==> src/hw/rtl/mrtd_pkg.sv <==
// Package for the multi-rate tick divider: widths, codes and states.
`timescale 1ns / 1ps

package mrtd_pkg;

    // Fixed field widths
    localparam int OPC_W    = 2;
    localparam int RATE_W   = 14;
    localparam int TGT_W    = 4;
    localparam int STAT_W   = 2;
    localparam int SLOTN_W  = 4;
    localparam int PERIOD_W = 20;
    localparam int OP_W     = PERIOD_W + 1;   // shared add/sub unit, signed headroom
    localparam int DCNT_W   = $clog2(PERIOD_W);

    localparam int SLOTS_DEF = 16;

    // Divider and rate checks
    localparam logic [PERIOD_W-1:0] BASE_RATE  = PERIOD_W'(1000000);
    localparam logic [RATE_W-1:0]   RATE_LIMIT = RATE_W'(10000);

    // Firings reported per tick
    localparam int FIRE_CNT_W = 5;
    localparam logic [FIRE_CNT_W-1:0] MAX_FIRES = FIRE_CNT_W'(16);

    typedef enum logic [OPC_W-1:0] {
        OP_TICK   = 2'd0,
        OP_ATTACH = 2'd1,
        OP_DETACH = 2'd2,
        OP_RSVD   = 2'd3
    } t_opcode;

    typedef enum logic [STAT_W-1:0] {
        ST_OK       = 2'd0,
        ST_BAD_RATE = 2'd1,
        ST_FULL     = 2'd2,
        ST_BAD_SLOT = 2'd3
    } t_status;

    typedef enum logic [2:0] {
        S_IDLE,
        S_DIV,
        S_ATTACH,
        S_RD,
        S_SUB,
        S_ADD,
        S_END
    } t_state;

endpackage

==> src/hw/rtl/multi_rate_tick_divider.sv <==
// Top level of the multi-rate tick divider: slot table, sequencer and shared adder.
`timescale 1ns / 1ps

// Multi-rate tick divider. A table of up to SLOTS channels derived from one
// shared tick. A transaction is taken on a rising edge where start is high
// and busy is low. Each result is shown for one cycle, marked by o_valid, and
// cannot be held off, so the receiver must take every strobed result. Every
// sequence of results ends with one marked o_last.
//   attach  : restoring divide of BASE_RATE by the rate, one quotient bit per
//             cycle on the shared add/sub unit in S_DIV, then S_ATTACH writes
//             the slot and registers the result.
//             A bad rate or a full table answers in the next cycle, not busy.
//   detach  : answered in the next cycle, no busy time.
//   tick    : three steps per occupied slot (memory read in S_RD, subtract
//             interval in S_SUB, add period back and write in S_ADD), then
//             S_END for the end result.
//             With an empty table only the end result comes, in the next
//             cycle, with no busy time.
//             Fired slots stream out during the walk, at most one per slot
//             visit and at most 16 per tick.
//   opcode 3: taken and ignored, no result.
// Countdown and period live in single write port tables with registered
// reads; the memory port and the shared adder set the per-slot cost.
// A new transaction may be taken in the cycle the final result is shown.
module multi_rate_tick_divider #(
    parameter int SLOTS = mrtd_pkg::SLOTS_DEF
) (
    input  logic                         i_clk,
    input  logic                         i_rst_n,
    input  logic                         start,
    output logic                         busy,
    input  logic [mrtd_pkg::OPC_W-1:0]   i_opcode,
    input  logic [mrtd_pkg::RATE_W-1:0]  i_rate_hz,
    input  logic [mrtd_pkg::TGT_W-1:0]   i_target_slot,
    output logic                         o_valid,
    output logic [mrtd_pkg::STAT_W-1:0]  o_status,
    output logic [mrtd_pkg::SLOTN_W-1:0] o_slot_number,
    output logic                         o_fired,
    output logic                         o_last
);

    localparam int IDX_W = (SLOTS > 1) ? $clog2(SLOTS) : 1;
    localparam int CNT_W = $clog2(SLOTS + 1);
    localparam int CMP_W = (CNT_W > mrtd_pkg::TGT_W) ? CNT_W : mrtd_pkg::TGT_W;
    localparam int PW    = mrtd_pkg::PERIOD_W;
    localparam int RW    = mrtd_pkg::RATE_W;
    localparam int OW    = mrtd_pkg::OP_W;

    // Sequencer state
    mrtd_pkg::t_state r_state, n_state;
    logic [IDX_W-1:0]                  r_idx, n_idx;
    logic [CNT_W-1:0]                  r_used, n_used;
    logic [PW-1:0]                     r_interval, n_interval;
    logic [RW-1:0]                     r_highest, n_highest;
    logic [SLOTS-1:0]                  r_en, n_en;
    logic [mrtd_pkg::FIRE_CNT_W-1:0]   r_nfire, n_nfire;

    // Divider
    logic [RW-1:0]                     r_rate, n_rate;
    logic [RW-1:0]                     r_rem, n_rem;
    logic [PW-1:0]                     r_q, n_q;
    logic [mrtd_pkg::DCNT_W-1:0]       r_cnt, n_cnt;

    // Tick walk
    logic [OW-1:0]                     r_diff, n_diff;
    logic                              r_fire, n_fire;

    // Result register
    logic                              r_valid, n_valid;
    mrtd_pkg::t_status                 r_status, n_status;
    logic [mrtd_pkg::SLOTN_W-1:0]      r_slot, n_slot;
    logic                              r_fired, n_fired;
    logic                              r_last, n_last;

    // Slot tables
    logic [PW-1:0] mem_cd  [SLOTS];
    logic [PW-1:0] mem_per [SLOTS];
    logic [PW-1:0] r_cd_rd, r_per_rd;
    logic          cd_we, per_we;
    logic [IDX_W-1:0] wr_addr;
    logic [PW-1:0] wr_cd;

    // Shared add/sub unit
    logic [OW-1:0] u_a, u_b, u_res;
    logic          u_sub;

    assign u_res = u_a + (u_sub ? ~u_b : u_b) + OW'(u_sub);

    logic [RW:0] rem_sh;
    assign rem_sh = {r_rem, r_q[PW-1]};

    always_ff @(posedge i_clk) begin
        if (!i_rst_n) begin
            r_state    <= mrtd_pkg::S_IDLE;
            r_used     <= '0;
            r_interval <= '0;
            r_highest  <= '0;
            r_en       <= '0;
            r_valid    <= 1'b0;
        end else begin
            r_state    <= n_state;
            r_used     <= n_used;
            r_interval <= n_interval;
            r_highest  <= n_highest;
            r_en       <= n_en;
            r_valid    <= n_valid;
        end
    end

    always_ff @(posedge i_clk) begin
        r_idx    <= n_idx;
        r_nfire  <= n_nfire;
        r_rate   <= n_rate;
        r_rem    <= n_rem;
        r_q      <= n_q;
        r_cnt    <= n_cnt;
        r_diff   <= n_diff;
        r_fire   <= n_fire;
        r_status <= n_status;
        r_slot   <= n_slot;
        r_fired  <= n_fired;
        r_last   <= n_last;
    end

    // Tables: one write port, registered read at the walk index
    always_ff @(posedge i_clk) begin
        r_cd_rd  <= mem_cd[r_idx];
        r_per_rd <= mem_per[r_idx];
        if (cd_we) begin
            mem_cd[wr_addr] <= wr_cd;
        end
        if (per_we) begin
            mem_per[wr_addr] <= r_q;
        end
    end

    always_comb begin
        n_state    = r_state;
        n_idx      = r_idx;
        n_used     = r_used;
        n_interval = r_interval;
        n_highest  = r_highest;
        n_en       = r_en;
        n_nfire    = r_nfire;
        n_rate     = r_rate;
        n_rem      = r_rem;
        n_q        = r_q;
        n_cnt      = r_cnt;
        n_diff     = r_diff;
        n_fire     = r_fire;
        n_valid    = 1'b0;
        n_status   = r_status;
        n_slot     = r_slot;
        n_fired    = r_fired;
        n_last     = r_last;
        cd_we      = 1'b0;
        per_we     = 1'b0;
        wr_addr    = r_idx;
        wr_cd      = r_diff[PW-1:0];
        u_a        = OW'(rem_sh);
        u_b        = OW'(r_rate);
        u_sub      = 1'b1;

        unique case (r_state)
            mrtd_pkg::S_IDLE: begin
                if (start) begin
                    unique case (mrtd_pkg::t_opcode'(i_opcode))
                        mrtd_pkg::OP_ATTACH: begin
                            if (i_rate_hz == '0 || i_rate_hz > mrtd_pkg::RATE_LIMIT) begin
                                n_valid  = 1'b1;
                                n_status = mrtd_pkg::ST_BAD_RATE;
                                n_slot   = '0;
                                n_fired  = 1'b0;
                                n_last   = 1'b1;
                            end else if (r_used >= CNT_W'(SLOTS)) begin
                                n_valid  = 1'b1;
                                n_status = mrtd_pkg::ST_FULL;
                                n_slot   = '0;
                                n_fired  = 1'b0;
                                n_last   = 1'b1;
                            end else begin
                                n_rate  = i_rate_hz;
                                n_rem   = '0;
                                n_q     = mrtd_pkg::BASE_RATE;
                                n_cnt   = '0;
                                n_state = mrtd_pkg::S_DIV;
                            end
                        end
                        mrtd_pkg::OP_DETACH: begin
                            n_valid = 1'b1;
                            n_slot  = i_target_slot;
                            n_fired = 1'b0;
                            n_last  = 1'b1;
                            if (CMP_W'(i_target_slot) >= CMP_W'(r_used)) begin
                                n_status = mrtd_pkg::ST_BAD_SLOT;
                            end else begin
                                n_status = mrtd_pkg::ST_OK;
                                n_en[IDX_W'(i_target_slot)] = 1'b0;
                            end
                        end
                        mrtd_pkg::OP_TICK: begin
                            n_nfire = '0;
                            n_idx   = '0;
                            if (r_used == '0) begin
                                n_valid  = 1'b1;
                                n_status = mrtd_pkg::ST_OK;
                                n_slot   = '0;
                                n_fired  = 1'b0;
                                n_last   = 1'b1;
                            end else begin
                                n_state = mrtd_pkg::S_RD;
                            end
                        end
                        default: begin
                        end
                    endcase
                end
            end

            // One quotient bit per cycle
            mrtd_pkg::S_DIV: begin
                if (!u_res[OW-1]) begin
                    n_rem = u_res[RW-1:0];
                    n_q   = {r_q[PW-2:0], 1'b1};
                end else begin
                    n_rem = rem_sh[RW-1:0];
                    n_q   = {r_q[PW-2:0], 1'b0};
                end
                n_cnt = r_cnt + 1'b1;
                if (r_cnt == mrtd_pkg::DCNT_W'(PW - 1)) begin
                    n_state = mrtd_pkg::S_ATTACH;
                end
            end

            mrtd_pkg::S_ATTACH: begin
                wr_addr = IDX_W'(r_used);
                wr_cd   = r_q;
                cd_we   = 1'b1;
                per_we  = 1'b1;
                n_en[IDX_W'(r_used)] = 1'b1;
                n_used  = r_used + 1'b1;
                if (r_rate > r_highest) begin
                    n_interval = r_q;
                    n_highest  = r_rate;
                end
                n_valid  = 1'b1;
                n_status = mrtd_pkg::ST_OK;
                n_slot   = mrtd_pkg::SLOTN_W'(r_used);
                n_fired  = 1'b0;
                n_last   = 1'b1;
                n_state  = mrtd_pkg::S_IDLE;
            end

            mrtd_pkg::S_RD: begin
                n_state = mrtd_pkg::S_SUB;
            end

            // countdown - interval; fires at zero or below
            mrtd_pkg::S_SUB: begin
                u_a     = OW'(r_cd_rd);
                u_b     = OW'(r_interval);
                u_sub   = 1'b1;
                n_diff  = u_res;
                n_fire  = u_res[OW-1] || (u_res == '0);
                n_state = mrtd_pkg::S_ADD;
            end

            // add the period back on a firing, write back, report
            mrtd_pkg::S_ADD: begin
                u_a   = r_diff;
                u_b   = OW'(r_per_rd);
                u_sub = 1'b0;
                cd_we = 1'b1;
                wr_cd = r_fire ? u_res[PW-1:0] : r_diff[PW-1:0];
                if (r_fire && r_en[r_idx] && r_nfire < mrtd_pkg::MAX_FIRES) begin
                    n_valid  = 1'b1;
                    n_status = mrtd_pkg::ST_OK;
                    n_slot   = mrtd_pkg::SLOTN_W'(r_idx);
                    n_fired  = 1'b1;
                    n_last   = 1'b0;
                    n_nfire  = r_nfire + 1'b1;
                end
                if (CNT_W'(r_idx) + 1'b1 == r_used) begin
                    n_state = mrtd_pkg::S_END;
                end else begin
                    n_idx   = r_idx + 1'b1;
                    n_state = mrtd_pkg::S_RD;
                end
            end

            mrtd_pkg::S_END: begin
                n_valid  = 1'b1;
                n_status = mrtd_pkg::ST_OK;
                n_slot   = '0;
                n_fired  = 1'b0;
                n_last   = 1'b1;
                n_state  = mrtd_pkg::S_IDLE;
            end

            default: begin
                n_state = mrtd_pkg::S_IDLE;
            end
        endcase
    end

    assign busy          = (r_state != mrtd_pkg::S_IDLE);
    assign o_valid       = r_valid;
    assign o_status      = r_status;
    assign o_slot_number = r_slot;
    assign o_fired       = r_fired;
    assign o_last        = r_last;

endmodule

==> config.mk <==
export PLATFORM = sky130hd
export DESIGN_NAME = multi_rate_tick_divider
export DESIGN_NICKNAME = d
export VERILOG_FILES = /design/src/hw/rtl/mrtd_pkg.sv /design/src/hw/rtl/multi_rate_tick_divider.sv
export SDC_FILE = /design/constraint.sdc
export NUM_CORES = 1
export LEC_CHECK = 0
export ABC_AREA = 1
export BUFFER_PORTS_ARGS = -buffer_cell sky130_fd_sc_hd__buf_2
export CORE_AREA = 8 8 272 274
export DETAILED_ROUTE_END_ITERATION = 16
export DIE_AREA = 0 0 280 282
export MAX_ROUTING_LAYER = met4
export SYNTH_ARGS = -nofsm -noshare
export SYNTH_HDL_FRONTEND = slang
export SYNTH_SLANG_ARGS = --single-unit
==> constraint.sdc <==
create_clock -name i_clk -period 10 [get_ports i_clk]
set_clock_uncertainty 0.1 [all_clocks]
set_input_delay 0.5 -clock i_clk [delete_from_list [all_inputs] [get_ports i_clk]]
set_output_delay 0.5 -clock i_clk [all_outputs]
set_load 0.01 [all_outputs]
### Yosys cells after proc, flatten, opt, wreduce, memory -nomap -nowiden

Memory sizes are Yosys's and may differ from the RTL's. A register that Yosys moved wholly into a read port is not among the register bits.
Cells that the tools add are included.

| storage, ports and cells | value |
|---|---|
| input port bits | 23 |
| memories | 2 |
| register bits after elaboration | 151 |
| word-level logic and storage cells | 190 |
| bits in writable memories | 640 |
| output and inout port bits | 10 |

Memory list:

| name | depth | bits a word | rd ports | clocked after memory_dff | wr ports | RTL line | source |
|---|---|---|---|---|---|---|---|
| mem_cd | 16 | 20 | 1 | 1 | 1 | multi_rate_tick_divider.sv:76 | `logic [PW-1:0] mem_cd [SLOTS];` |
| mem_per | 16 | 20 | 1 | 1 | 1 | multi_rate_tick_divider.sv:77 | `logic [PW-1:0] mem_per [SLOTS];` |

| operators by class | value |
|---|---|
| reductions and logical operators | 28 |
| add/sub/neg operators | 7 |
| order comparisons | 10 |
| eq/ne operators | 27 |
| multiplexer cells | 92 |
| bitwise logic cells | 6 |

Operators with widths:

| operator | count |
|---|---|
| case mux 20 bit (2 select lines) | 3 |
| two-way mux 20 bit | 5 |
| two-way mux 14 bit | 5 |
| two-way mux 16 bit | 3 |
| case mux 21 bit (2 select lines) | 1 |
| two-way mux 4 bit | 9 |
| two-way mux 5 bit | 7 |
| case mux 16 bit (2 select lines) | 1 |
| case mux 14 bit (2 select lines) | 1 |
| two-way mux 1 bit | 26 |
| adder 21 x 1 -> 21 bit | 1 |
| adder 21 bit | 1 |
| zero test 21 bit | 1 |
| two-way mux 21 bit | 1 |
| NOT 21 bit | 1 |
| case mux 5 bit (2 select lines) | 2 |
| two-way mux 3 bit | 6 |
| case mux 1 bit (3 select lines) | 6 |
| AND reduction 6 bit | 3 |
| AND 16 bit | 1 |
| NOT 16 bit | 1 |
| bitwise OR 16 bit | 1 |
| case mux 4 bit (4 select lines) | 1 |
| adder 5 x 1 -> 5 bit, second input constant | 3 |
| 44 further kinds | 80 |

### Longest topological paths before layout

| logic depth | value |
|---|---|
| depth in word-level cells | 10 |
| depth in mapped cells | 24 |
| depth with buffers taken out | 24 |

### Worst setup path after synthesis

No wires, ideal clock.

| path | value |
|---|---|
| path kind | input -> register |
| from | input i_rate_hz[3] (netlist name) |
| to | register r_cnt[0] (netlist name), enable pin |
| slack | 5.145 ns |
| cell stages on the path | 9 |
| setup time | 0.500 ns |
| path buffers | 0 |
| arrival time | 4.255 ns |
| data required time | 9.400 ns |
| cells stage by stage | nor2_1 -> nand2_1 -> nand2_1 -> a31oi_1 -> o21ai_0 -> nand2_1 -> nor2_1 -> inv_1 -> a221oi_1 |

| on the way | value |
|---|---|
| cells in the longest elaborated chain, start to end | 4 |
| elaborated cells between the ends (all ways) | 5 |
| classes of those cells | order compare (1); eq/ne (1); reduce/logical (3) |

Ends and longest elaborated chain:

| item | RTL line | source |
|---|---|---|
| start: declaration | multi_rate_tick_divider.sv:33 | `input logic [mrtd_pkg::RATE_W-1:0] i_rate_hz,` |
| greater-than comparator 14 bit or zero test 14 bit (tied branches) | multi_rate_tick_divider.sv:169 | `if (i_rate_hz == '0 \|\| i_rate_hz > mrtd_pkg::RATE_LIMIT) begin` |
| logical OR 1 bit * | multi_rate_tick_divider.sv:169 |  |
| inequality test 2 bit (no line) * | -- |  |
| AND reduction 5 bit (no line) * | -- |  |
| end signal: assignment | multi_rate_tick_divider.sv:116 | `r_cnt <= n_cnt;` |
| end: declaration | multi_rate_tick_divider.sv:62 | `logic [mrtd_pkg::DCNT_W-1:0] r_cnt, n_cnt;` |

Mark *: on every way between the ends. The rest lies on a longest branch, timed or not.
A chain may end at the register's enable or synchronous reset.

### Worst setup path after layout

| path | value |
|---|---|
| from | register r_state[2] |
| to | memory mem_cd[3][18] (netlist name) (data pin) |

| on the way | value |
|---|---|
| cells in the longest elaborated chain, start to end | 8 |
| elaborated cells between the ends (all ways) | 12 |
| classes of those cells | add/sub (2); eq/ne (3); mux (6); bitwise (1) |

Ends and longest elaborated chain:

| item | RTL line | source |
|---|---|---|
| start: declaration | multi_rate_tick_divider.sv:50 | `mrtd_pkg::t_state r_state, n_state;` |
| start signal: assignment | multi_rate_tick_divider.sv:94 | `r_state <= mrtd_pkg::S_IDLE;` |
| start signal: assignment | multi_rate_tick_divider.sv:101 | `r_state <= n_state;` |
| == test 3 bit | multi_rate_tick_divider.sv:164 | `unique case (r_state)` |
| case mux 20 bit (2 select lines) | multi_rate_tick_divider.sv:164 |  |
| NOT 21 bit | multi_rate_tick_divider.sv:87 | `assign u_res = u_a + (u_sub ? ~u_b : u_b) + OW'(u_sub);` |
| two-way mux 21 bit | multi_rate_tick_divider.sv:87 |  |
| adder 21 bit | multi_rate_tick_divider.sv:87 |  |
| adder 21 x 1 -> 21 bit * | multi_rate_tick_divider.sv:87 |  |
| named net u_res[18] | multi_rate_tick_divider.sv:84 | `logic [OW-1:0] u_a, u_b, u_res;` |
| two-way mux 20 bit * | multi_rate_tick_divider.sv:274 | `wr_cd = r_fire ? u_res[PW-1:0] : r_diff[PW-1:0];` |
| case mux 20 bit (2 select lines) * | multi_rate_tick_divider.sv:164 |  |
| named net wr_cd[18] | multi_rate_tick_divider.sv:81 | `logic [PW-1:0] wr_cd;` |
| end: declaration | multi_rate_tick_divider.sv:76 |  |

Mark *: on every way through the listed nets, which the timed path passes. The rest lies on a longest branch.

==> impl_metrics.ini <==
[place]
dp_hpwl_mm = 56.4
portBuffers = 32
place_inst = 3763
pre_cts_ws_ns = 5.47
place_congestion = 0.926

[grt]
grt_pass1_wl_mm = 149
grt_max_degree = 76
grt.overflow.total = 0
antenna_found_initial = 4
grt_util_all_layers_pct = 26.2
grt_pass1_vias = 22781

[run_status]
outcome = completed

[final_layout]
nNetsFinal = 2997
layout-drive-gt1-share_pct = 10.7
syn_to_final_growth_pct = 12.4
seqCellArea_sq_mm = 0.0240
multi_input_area_sq_mm = 0.00924
stdcell_count = 3939
n_fill_cell = 5749
final_core_utilization_pct = 55.6

[floorplan]
initial_core_util_pct = 49.4
ios = 33
core_sq_mm = 0.0695
die_area_sq_mm = 0.0790
placementRows = 97
fp.dieH_microns = 282
die_x_microns = 280

[detailed_routing]
num_vias = 23766
viasPerCell = 6.03
top_layer_used = met4
met3_length_mm = 8.00
met1_length_mm = 42.6
routedWlPerCell_microns = 25.9
wl_met2_mm = 47.5
drt_iter0_drc = 2725
drtPass1Iterations = 6
postRouteAntennaNets = 0
routed_wl_mm = 102
drc = 0

[clocking]
htree_num_levels = 3
cts_tree = done
cts_root_buf = clkbuf_16
postCtsSetupBuffers = 0
cts.sinks = 831
cts_buffer_depth = 3
clk_latency_ns = 0.64
cts_buffers = 86
clkSlewWorstSetupHoldPaths_ns = 0.06

[power_and_ir_drop]
p_switching_mw = 1.94
p_leak_nw = 13.2
ir_worst_vdd_v = 0.000113
pwr-share-clk_pct = 40.7
switching_share_pct = 24.5
power_density_mw_per_mm2 = 205
power_frac_comb_pct = 9.1
p_int_mw = 6.00
power_frac_seq_pct = 50.2

[min_path]
min_to = r_en[14]$_SDFFE_PN0P_
hp-start = i_target_slot[0]
holdCritPathClass = primary input to register
hold_depth = 3

[yosys]
synth_area_per_cell_sq_um = 11.9
ys_types = 53
synth_ff_type = edfxtp_1
synthesis.area_sq_mm = 0.0344
syn_inst = 2900
synth_nets = 2972
synth-seq-cells = 831
synth_warnings = 0
synth_edf_count = 732
async_flop_share_pct = 0
yosysSeqAreaShare_pct = 69.7

[job]
drv_cap = 0

[critical_path]
cp_common_cell = nand2_1
worstPathMaxFanout = 60
end_kind = register
critPathKind = register to register
start_kind = register
critPathArrivalTime_ns = 4.81
worst_r2r_endpoint = mem_cd[3][18]$_DFFE_PP_
r2r_slack_ns = 5.37
max_stage_delay_ns = 0.84
crit_chain = nand2_2 > inv_2 > buf_4 > a221oi_1 > ha_1 > nand2_1 > nor2_1 > nand3_1 > nand2_1 > nand3_1 > nand2_1 > nand2_1 > nand2_1 > nand2_1 > nand2_1 > nor2_1 > o221ai_1
slowest_stage = o221ai_1
r2r_cells = 17
required_ns = 10.18
timing.rr.start = r_state[2]$_SDFFE_PN0P_

[timing]
finalCritPeriodShare_pct = 46.3
drv_slew = 0
fin_tns_setup_ns = 0
hold_viol = 0
relSlewSlack_pct = 16.1
setup_viol = 0
setup_ws_ns = 5.37
fmax_mhz = 216
period_minus_slack_ns = 4.63
grt_setup_unrepaired = false
worstMarginPinSlew_ns = 1.26
-- per-stage QoR --
step	cell area, sq um	power (mW)	hold WS [ns]
2_1_floorplan	34400	4.48	0.335
3_3_place_gp	35600	4.75	0.347
3_5_place_dp	35600	4.77	0.358
4_1_cts	38600	7.98	0.152
5_1_grt	38600	8.20	0.195
6_report	38600	7.94	0.199
-- worst max path at each step --
stage,endpoint,startpoint
2_1_floorplan,r_cnt[0]$_SDFFCE_PN0P_,i_rate_hz[3]
3_3_place_gp,mem_cd[4][18]$_DFFE_PP_,r_state[2]$_SDFFE_PN0P_
3_5_place_dp,mem_cd[5][18]$_DFFE_PP_,r_state[2]$_SDFFE_PN0P_
4_1_cts,mem_cd[12][18]$_DFFE_PP_,r_state[2]$_SDFFE_PN0P_
5_1_grt,mem_cd[13][18]$_DFFE_PP_,r_state[2]$_SDFFE_PN0P_
6_report,mem_cd[3][18]$_DFFE_PP_,r_state[2]$_SDFFE_PN0P_
-- metal layers --
metal / up-vias / GRT usage [%]
met4: 0 / 10.3
met5: - / -
met1: 11823 / 35.0
li1: 10724 / -
met2: 1036 / 40.7
met3: 183 / 3.70
-- power by group through the flow --
stage | Combinational, mW | Clock (mW) | Sequential [mW]
2_1_floorplan | 0.463 | 0 | 4.02
3_3_place_gp | 0.698 | 0 | 4.06
3_5_place_dp | 0.709 | 0 | 4.06
4_1_cts | 0.716 | 3.28 | 3.99
5_1_grt | 0.790 | 3.41 | 3.99
6_report | 0.722 | 3.23 | 3.99
-- cells in the mapped netlist, drive strengths merged (6+ instances only) --
library cell    n  area share, %
a21oi         276            4.0
o211ai         28           0.61
o221a           6           0.20
clkbuf        124            1.4
a31oi           9           0.16
edfxtp        732             64
nor2          379            4.2
ha             48            1.7
buf            51           0.75
dfxtp          99            5.8
a221oi         14           0.36
nand3          50           0.74
o22ai          83            1.5
nand4          11           0.22
inv           154            1.7
nor3           29           0.44
nand2         302            3.4
o221ai         92            2.3
o21ai         365            5.3
nor4            7           0.15
xor2           10           0.32
-- flip-flops by register name, summed over array words and instances (netlist names), 16 cells and up --
name	flops
mem_per	320
r_en	16
mem_cd	320
r_interval	20
r_q	20
r_diff	21
r_per_rd	20
r_cd_rd	20
-- cell type report --
class | instances | area share (%)
repair buffers | 112 | 2.06
flip-flops and latches | 831 | 62.0
clock buffers | 110 | 5.99
diodes | 1 | 0.00647
clock inverters | 51 | 1.47
multi-input cells | 1738 | 23.9
well taps | 940 | 3.04
inverters | 156 | 1.54
-- worst max-delay path: cells and delay by family (launching register included) --
kind | cells | cell delay (ns)
DFF | 1 | 0.65
AOI/OAI and AO/OA | 2 | 1.04
and+or+nand+nor | 12 | 1.38
adders and majority gates | 1 | 0.44
buffers and inverters | 2 | 0.67
-- what timing repair did --
item	CTS	global route
hold buffers	14	0
endpoints found under the hold margin	14	0
gates resized for setup	0	0
-- kinds of logic (layout without fill, tap and decap cells) --
family	after synthesis	in the layout	share of synthesized area [%]
AOI/OAI and AO/OA	889	889	14.9
xor gates and xnor gates	12	12	0.371
other	0	1	0
DFF	831	831	69.7
adders and majority gates	49	49	1.80
buffers and inverters	331	429	3.81
and+or+nand+nor	788	788	9.41
-- cell usage in the layout, fill, tap and decap left out, drive strengths merged, types with 11 or more instances in the layout --
master / netlist / layout
o21ai: 365 / 365
ha: 48 / 48
o22ai: 83 / 83
o211ai: 28 / 28
clkbuf: 124 / 110
nand4: 11 / 11
buf: 51 / 98
dfxtp: 99 / 99
clkinv: 2 / 37
nor3: 29 / 29
a21oi: 276 / 276
nand3: 50 / 50
nor2: 379 / 379
o221ai: 92 / 92
edfxtp: 732 / 732
inv: 154 / 155
nand2: 302 / 302
dlygate4sd3: 0 / 14
a221oi: 14 / 14
Note: power is estimated with default switching activity, not from simulation.
